$ cat src/utf8_to_utf16_decoder_top_assert.svh
// ---------------------------------------------------------------------------
// utf8 to utf16 decoder assertion macros
// shared concurrent assertion forms, clocked on clk, disabled in reset
// ---------------------------------------------------------------------------
`ifndef UTF8_TO_UTF16_DECODER_TOP_ASSERT_SVH
`define UTF8_TO_UTF16_DECODER_TOP_ASSERT_SVH

// condition holds in the same cycle
`define U8U16_ASSERT_SAME(label, ante, cons) \
    label: assert property (@(posedge clk) disable iff (!rst_n) (ante) |-> (cons)) \
        else $error("u8u16 assertion failed");

// condition holds in the next cycle
`define U8U16_ASSERT_NEXT(label, ante, cons) \
    label: assert property (@(posedge clk) disable iff (!rst_n) (ante) |=> (cons)) \
        else $error("u8u16 assertion failed");

`endif

$ cat src/u8u16_pkg.sv
// ---------------------------------------------------------------------------
// u8u16_pkg
// types and codes shared by the utf8 to utf16 decoder
// ---------------------------------------------------------------------------
package u8u16_pkg;

    localparam logic [1:0] KIND_UNIT = 2'd0;
    localparam logic [1:0] KIND_END  = 2'd1;
    localparam logic [1:0] KIND_ERR  = 2'd2;

    localparam logic [2:0] ERR_NONE      = 3'd0;
    localparam logic [2:0] ERR_BAD_LEAD  = 3'd1;
    localparam logic [2:0] ERR_TRUNCATED = 3'd2;
    localparam logic [2:0] ERR_BAD_CONT  = 3'd3;
    localparam logic [2:0] ERR_BAD_CP    = 3'd4;
    localparam logic [2:0] ERR_OVERLONG  = 3'd5;

    localparam logic [20:0] CP_MAX         = 21'h10FFFF;
    localparam logic [20:0] SURR_LO        = 21'h00D800;
    localparam logic [20:0] SURR_HI        = 21'h00DFFF;
    localparam logic [15:0] SURR_LEAD_BIAS = 16'hD7C0;
    localparam logic [5:0]  TRAIL_PREFIX   = 6'b110111;

    typedef struct packed {
        logic [15:0] code_unit;
        logic [1:0]  kind;
        logic [2:0]  error_code;
        logic        last;
    } result_t;

    typedef struct packed {
        logic [1:0]  bytes_remaining;
        logic [2:0]  seq_bytes;
        logic [20:0] code_point_accum;
        logic        failed;
    } dec_state_t;

    typedef struct packed {
        dec_state_t  state;
        logic [1:0]  count;
        result_t     res0;
        result_t     res1;
    } dec_out_t;

endpackage

$ cat src/u8u16_decode.sv
// ---------------------------------------------------------------------------
// u8u16_decode
// combinational step: one utf8 byte plus decoder state to results and next state
// ---------------------------------------------------------------------------
module u8u16_decode
(
    input  logic [7:0]             data_byte,
    input  u8u16_pkg::dec_state_t  state,
    output u8u16_pkg::dec_out_t    dec
);

    localparam u8u16_pkg::dec_state_t STATE_CLEAR = '0;

    logic [20:0] acc_shift;
    logic [20:0] cp;
    logic [2:0]  cp_len;
    logic        do_emit;
    logic        cp_bad;
    logic        overlong;
    logic [15:0] lead_unit;

    assign acc_shift = {state.code_point_accum[14:0], data_byte[5:0]};

    // candidate code point: finished sequence or a single ascii byte
    assign cp     = (state.bytes_remaining != 2'd0) ? acc_shift : {13'd0, data_byte};
    assign cp_len = (state.bytes_remaining != 2'd0) ? state.seq_bytes : 3'd1;

    always_comb
    begin
        do_emit = 1'b0;
        dec     = '0;
        dec.state = state;

        if (state.failed)
        begin
            if (data_byte == 8'd0)
            begin
                dec.state.failed = 1'b0;
            end
        end
        else if (state.bytes_remaining != 2'd0)
        begin
            if (data_byte == 8'd0)
            begin
                dec.state           = STATE_CLEAR;
                dec.count           = 2'd1;
                dec.res0.kind       = u8u16_pkg::KIND_ERR;
                dec.res0.error_code = u8u16_pkg::ERR_TRUNCATED;
                dec.res0.last       = 1'b1;
            end
            else if (data_byte[7:6] != 2'b10)
            begin
                dec.state           = STATE_CLEAR;
                dec.state.failed    = 1'b1;
                dec.count           = 2'd1;
                dec.res0.kind       = u8u16_pkg::KIND_ERR;
                dec.res0.error_code = u8u16_pkg::ERR_BAD_CONT;
                dec.res0.last       = 1'b1;
            end
            else if (state.bytes_remaining == 2'd1)
            begin
                do_emit = 1'b1;
            end
            else
            begin
                dec.state.code_point_accum = acc_shift;
                dec.state.bytes_remaining  = state.bytes_remaining - 2'd1;
            end
        end
        else if (data_byte == 8'd0)
        begin
            dec.state     = STATE_CLEAR;
            dec.count     = 2'd1;
            dec.res0.kind = u8u16_pkg::KIND_END;
            dec.res0.last = 1'b1;
        end
        else if (data_byte[7] == 1'b0)
        begin
            do_emit = 1'b1;
        end
        else if (data_byte[7:5] == 3'b110)
        begin
            dec.state.seq_bytes        = 3'd2;
            dec.state.bytes_remaining  = 2'd1;
            dec.state.code_point_accum = {16'd0, data_byte[4:0]};
        end
        else if (data_byte[7:4] == 4'b1110)
        begin
            dec.state.seq_bytes        = 3'd3;
            dec.state.bytes_remaining  = 2'd2;
            dec.state.code_point_accum = {17'd0, data_byte[3:0]};
        end
        else if (data_byte[7:3] == 5'b11110)
        begin
            dec.state.seq_bytes        = 3'd4;
            dec.state.bytes_remaining  = 2'd3;
            dec.state.code_point_accum = {18'd0, data_byte[2:0]};
        end
        else
        begin
            dec.state           = STATE_CLEAR;
            dec.state.failed    = 1'b1;
            dec.count           = 2'd1;
            dec.res0.kind       = u8u16_pkg::KIND_ERR;
            dec.res0.error_code = u8u16_pkg::ERR_BAD_LEAD;
            dec.res0.last       = 1'b1;
        end

        if (do_emit)
        begin
            dec.state = STATE_CLEAR;
            dec.count = 2'd1;
            if (cp_bad || overlong)
            begin
                dec.state.failed    = 1'b1;
                dec.res0.kind       = u8u16_pkg::KIND_ERR;
                dec.res0.error_code = cp_bad ? u8u16_pkg::ERR_BAD_CP
                                             : u8u16_pkg::ERR_OVERLONG;
                dec.res0.last       = 1'b1;
            end
            else if (cp[20:16] != 5'd0)
            begin
                dec.count          = 2'd2;
                dec.res0.code_unit = lead_unit;
                dec.res1.code_unit = {u8u16_pkg::TRAIL_PREFIX, cp[9:0]};
                dec.res1.last      = 1'b1;
            end
            else
            begin
                dec.res0.code_unit = cp[15:0];
                dec.res0.last      = 1'b1;
            end
        end
    end

    assign cp_bad = (cp > u8u16_pkg::CP_MAX)
                 || ((cp >= u8u16_pkg::SURR_LO) && (cp <= u8u16_pkg::SURR_HI));

    always_comb
    begin
        if (cp[20:7] == 14'd0)
        begin
            overlong = (cp_len != 3'd1);
        end
        else if (cp[20:11] == 10'd0)
        begin
            overlong = (cp_len != 3'd2);
        end
        else if (cp[20:16] == 5'd0)
        begin
            overlong = (cp_len != 3'd3);
        end
        else
        begin
            overlong = 1'b0;
        end
    end

    assign lead_unit = {5'd0, cp[20:10]} + u8u16_pkg::SURR_LEAD_BIAS;

endmodule

$ cat src/utf8_to_utf16_decoder_top.sv
// byte path: input stage register, combinational decode, then the result queue
// throughput: one byte per cycle while the queue has room, set by the single result port
// the port gives one result per cycle; a surrogate pair byte puts two results on it
// the four-entry result queue takes a byte while earlier results wait to be taken
// reset: rst_n asynchronous, clears decoder state, input stage and queue (empty)
// ---------------------------------------------------------------------------
// utf8_to_utf16_decoder_top
// utf8 byte stream to utf16 code units with coded error results
// ---------------------------------------------------------------------------
`include "utf8_to_utf16_decoder_top_assert.svh"

module utf8_to_utf16_decoder_top
(
    input  logic        clk,
    input  logic        rst_n,
    input  logic        in_valid,
    output logic        in_ready,
    input  logic [7:0]  data_byte,
    output logic        out_valid,
    input  logic        out_ready,
    output logic [15:0] code_unit,
    output logic [1:0]  kind,
    output logic [2:0]  error_code,
    output logic        last
);

    localparam int QUEUE_DEPTH = 4;
    localparam int PTR_W       = $clog2(QUEUE_DEPTH);

    logic                       s1_valid_reg;
    logic [7:0]                 s1_byte_reg;
    u8u16_pkg::dec_state_t      state_reg;
    u8u16_pkg::dec_out_t        dec;
    u8u16_pkg::result_t         queue_reg [QUEUE_DEPTH];
    logic [PTR_W-1:0]           wr_ptr_reg;
    logic [PTR_W-1:0]           rd_ptr_reg;
    logic [PTR_W:0]             count_reg;
    logic [PTR_W:0]             count_next;
    logic [PTR_W:0]             push_n;
    logic                       pop;
    logic                       s1_fire;
    u8u16_pkg::result_t         head;

    u8u16_decode u_decode
    (
        .data_byte (s1_byte_reg),
        .state     (state_reg),
        .dec       (dec)
    );

    assign pop       = out_valid && out_ready;
    assign s1_fire   = s1_valid_reg
                    && ((count_reg <= (PTR_W+1)'(QUEUE_DEPTH - 2))
                     || ((count_reg == (PTR_W+1)'(QUEUE_DEPTH - 1)) && pop));
    assign in_ready  = !s1_valid_reg || s1_fire;
    assign push_n    = s1_fire ? {{(PTR_W-1){1'b0}}, dec.count} : '0;
    assign count_next = count_reg + push_n - {{PTR_W{1'b0}}, pop};

    assign head       = queue_reg[rd_ptr_reg];
    assign out_valid  = (count_reg != '0);
    assign code_unit  = head.code_unit;
    assign kind       = head.kind;
    assign error_code = head.error_code;
    assign last       = head.last;

    always_ff @(posedge clk or negedge rst_n)
    begin
        if (!rst_n)
        begin
            s1_valid_reg <= 1'b0;
            state_reg    <= '0;
            wr_ptr_reg   <= '0;
            rd_ptr_reg   <= '0;
            count_reg    <= '0;
        end
        else
        begin
            if (in_ready)
            begin
                s1_valid_reg <= in_valid;
            end
            if (s1_fire)
            begin
                state_reg  <= dec.state;
                wr_ptr_reg <= wr_ptr_reg + push_n[PTR_W-1:0];
            end
            if (pop)
            begin
                rd_ptr_reg <= rd_ptr_reg + 1'b1;
            end
            count_reg <= count_next;
        end
    end

    always_ff @(posedge clk)
    begin
        if (in_valid && in_ready)
        begin
            s1_byte_reg <= data_byte;
        end
        if (s1_fire && (dec.count != 2'd0))
        begin
            queue_reg[wr_ptr_reg] <= dec.res0;
        end
        if (s1_fire && (dec.count == 2'd2))
        begin
            queue_reg[wr_ptr_reg + 1'b1] <= dec.res1;
        end
    end

    // assertions
    `U8U16_ASSERT_SAME(a_count_bound, 1'b1, count_reg <= (PTR_W+1)'(QUEUE_DEPTH))
    `U8U16_ASSERT_SAME(a_failed_silent, s1_fire && state_reg.failed, dec.count == 2'd0)
    `U8U16_ASSERT_SAME(a_pair_last, s1_fire && (dec.count == 2'd2), dec.res1.last && !dec.res0.last)
    `U8U16_ASSERT_NEXT(a_pair_queued, s1_fire && (dec.count == 2'd2), count_reg >= (PTR_W+1)'(2))
    `U8U16_ASSERT_SAME(a_stall_cause, !in_ready, s1_valid_reg && (count_reg != '0))

endmodule
$ cat config.mk
export PLATFORM = sky130hd
export DESIGN_NAME = utf8_to_utf16_decoder_top
export DESIGN_NICKNAME = d
export VERILOG_FILES = /design/src/u8u16_pkg.sv /design/src/u8u16_decode.sv /design/src/utf8_to_utf16_decoder_top.sv
export VERILOG_INCLUDE_DIRS = /design/src /design/src/src
export SDC_FILE = /design/constraint.sdc
export NUM_CORES = 1
export LEC_CHECK = 0
export BUFFER_PORTS_ARGS = -buffer_cell sky130_fd_sc_hd__buf_2
export CAP_MARGIN = 20
export CELL_PAD_IN_SITES_DETAIL_PLACEMENT = 1
export CELL_PAD_IN_SITES_GLOBAL_PLACEMENT = 2
export CORE_ASPECT_RATIO = 1.4
export CORE_MARGIN = 2
export CORE_UTILIZATION = 44
export DETAILED_ROUTE_END_ITERATION = 8
export PLACE_DENSITY = 0.84
export SETUP_SLACK_MARGIN = 0.02
export SYNTH_ARGS = -nofsm -noshare
export SYNTH_HDL_FRONTEND = slang
export SYNTH_SLANG_ARGS = --single-unit
$ cat constraint.sdc
create_clock -name clk -period 10.75 [get_ports clk]
set_input_delay 2.15 -clock clk [delete_from_list [all_inputs] [get_ports clk]]
set_output_delay 2.15 -clock clk [all_outputs]
set_load 0.05 [all_outputs]
==> impl_metrics.ini <==
[final_layout]
final_cell_mix = 132 x nand2_1, 72 x edfxtp_1, 60 x a21oi_1
multiInputGateArea_um2 = 2908
syn_to_final_growth_pct = 13.35
diodes = 0
fin_util_pct = 50.91
final_nets = 669
seq_area_um2 = 3368
final_common_cell = nand2_1
drive_gt1_share_pct = 16.21
largest_register_ffs = 88
fillers = 1660
design_area_um2 = 7353

[power]
pwr-share-comb_pct = 34.5
power_density_nw_per_um2 = 258.7
ir_drop_uv = 162.1
p_int_mw = 1.140
leakage_nw = 2.748
seqPwrFrac_pct = 35.9
switchingPower_mw = 0.7624
clock_power_share_pct = 29.6
power_mw = 1.902
switching_share_pct = 40.08

[clock_tree]
clock_path_buffers = 2
cts_hold_buf = 0
cts_tree = yes
numClockSinks = 125
cts_max_level = 4
clk_pin_slew_ns = 0.06
clk_latency_ns = 0.42
postCtsResizedCells = 0
cts_made_buffers = 17
cts_setup_buffers = 0
cts_root_buf = clkbuf_16

[placement]
preCtsSetupSlack_ns = 5.566
place_area_um2 = 6766
routabilityCongestion = 0.8792
dp_hpwl_mm = 13.79
portBuffers = 35

[logic_synthesis]
ys_seq_area_share_pct = 51.92
netlist_area_um2 = 6487
async_flop_share_pct = 23.20
synthDistinctLibCells = 60
synth_edf_count = 72
avgSynthCellArea_um2 = 10.40
ys.flop_type = edfxtp_1
yosys_warnings = 0
syn_nets = 646
ys_seq_elements = 125
postSynthCellCount = 624

[worst_setup_path]
crit_arrival_ns = 3.04
r2r_start = state_reg[25]
worst_ep_required_time_ns = 8.60
startpoint_type = input port
worst-setup-path-type = in2out
startpoint = out_ready
endpoint_kind = output pin
worstPathMaxFanout = 4

[sta]
setup_tns_ns = 0
worst_slew_pin_slew_ns = 1.096
finalWorstSetupSlack_ns = 5.562
fmax_mhz = 192.8
grt_setup_unrepaired = no
setup_violations = 0
hold_violations = 0
finalCritPeriodShare_pct = 48.26
clock_skew_ns = 0.005377
maxSlewHeadroom_pct = 26.92
min_period_ns = 5.188
slew_viol_final = 0

[route]
drc_errors = 0
routedWlPerCell_um = 22.98
vias = 5123
drt_iter0_drc = 197
drtPass1Iterations = 5
ant_nets = 0
viasPerCell = 6.034
drt_wl_total_mm = 19.51

[floorplanning]
die_w_um = 106.6
die_y_um = 147.7
dieArea_um2 = 15750
fp-row-count = 52
core_area_um2 = 14440
ioPinCount = 36
start_util_pct = 44.92

[job]
maxCapViolCount = 0

[status]
run_status = completed

[global_route]
grt_pass1_wl_mm = 30.65
antenna_found_initial = 0
grt_max_degree = 30
grt_usage_pct = 25.87
grt_overflow = 0
grt_pass1_vias = 5430

[worst_hold_path]
hp-start = queue_reg[0][2]
hold_path_class = reg2reg
metrics by stage:
stage / hold slack (ns) / std cells
4_1_cts: 0.4575 / 848
3_3_place_gp: 0.4353 / 816
5_1_grt: 0.4767 / 849
3_5_place_dp: 0.4495 / 816
6_report: 0.4553 / 849
2_1_floorplan: 0.4287 / 624
power groups by stage:
stage,clock network (mW),registers (mW),logic [mW]
finish,0.564,0.682,0.657
global route,0.589,0.693,0.709
CTS,0.566,0.682,0.663
detailed placement,0,0.690,0.658
global placement,0,0.685,0.640
floorplan,0,0.622,0.548
per-layer routing:
| layer | wire (um) | GRT usage, % | part of all wire [%] | vias to the layer above |
|---|---|---|---|---|
| met2 | 10570 | 47.61 | 54 | 132 |
| met1 | 7909 | 30.48 | 41 | 2624 |
| met4 | 412 | 8.766 | 2.1 | 0 |
| met3 | 618 | 3.880 | 3.2 | 32 |
| met5 | 0 | 0 | 0 | - |
| li1 | - | - | - | 2335 |
cells by family after synthesis:
kind of cell	after synthesis	share of synthesized area (%)
AO/OA/AOI/OAI	152	15.01
XOR/XNOR	7	0.9451
adder cells (fa/ha/maj)	10	2.044
buffers and inverters	50	3.260
flip-flops	125	51.92
multiplexers	27	8.640
AND/OR/NAND/NOR	253	18.19
cell usage after synthesis (all sizes together) (2+ instances only):
library cell / instances / area share, %
buf: 14 / 1.2
or3: 7 / 0.67
dfrtp: 29 / 11
nand3: 11 / 1.0
and4: 3 / 0.41
clkbuf: 21 / 1.2
o21ai: 28 / 2.2
nand4: 2 / 0.19
a211oi: 11 / 1.3
dfxtp: 24 / 7.4
mux4: 22 / 7.6
o31ai: 3 / 0.35
mux2i: 3 / 0.66
and2: 10 / 0.96
a22o: 11 / 1.5
o211ai: 2 / 0.23
or2: 3 / 0.29
inv: 15 / 0.87
nor2b: 12 / 1.2
nor4: 6 / 0.87
nand2b: 10 / 0.96
nand2: 132 / 7.6
nor2: 40 / 2.3
a31oi: 2 / 0.19
o41ai: 3 / 0.41
a32o: 7 / 1.1
ha: 9 / 1.7
o21a: 3 / 0.35
and3: 7 / 0.67
edfxtp: 72 / 33
mux2: 2 / 0.35
o22ai: 10 / 1.2
a21oi: 63 / 5.0
xnor2: 4 / 0.54
xor2: 3 / 0.41
nor3: 7 / 0.54
layout make-up:
type / count / area share (%)
Clock inverter: 14 / 1.991
Clock buffer: 18 / 5.836
Multi-Input combinational cell: 449 / 39.54
Tap cell: 189 / 3.216
Timing Repair Buffer: 39 / 2.842
Inverter: 15 / 0.7657
Sequential cell: 125 / 45.81
worst max-delay path: stages:
cell and delay (ns):
buf_2 0.08, inv_1 0.03, a31oi_1 0.30, nand2b_1 0.20, buf_2 0.27
final timing paths:
kind,to,slack (ns),cells after the start
min in group asynchronous,count_reg[1],1.77,1
max in group asynchronous,state_reg[15],8.51,1
worst min-delay path,queue_reg[0][2],0.46,2
worst max register to register,queue_reg[3][12],6.20,14
worst max-delay path,in_ready,5.56,5
worst min register to register,queue_reg[0][2],0.46,2
No activity file was read; power rests on OpenSTA's default activity.
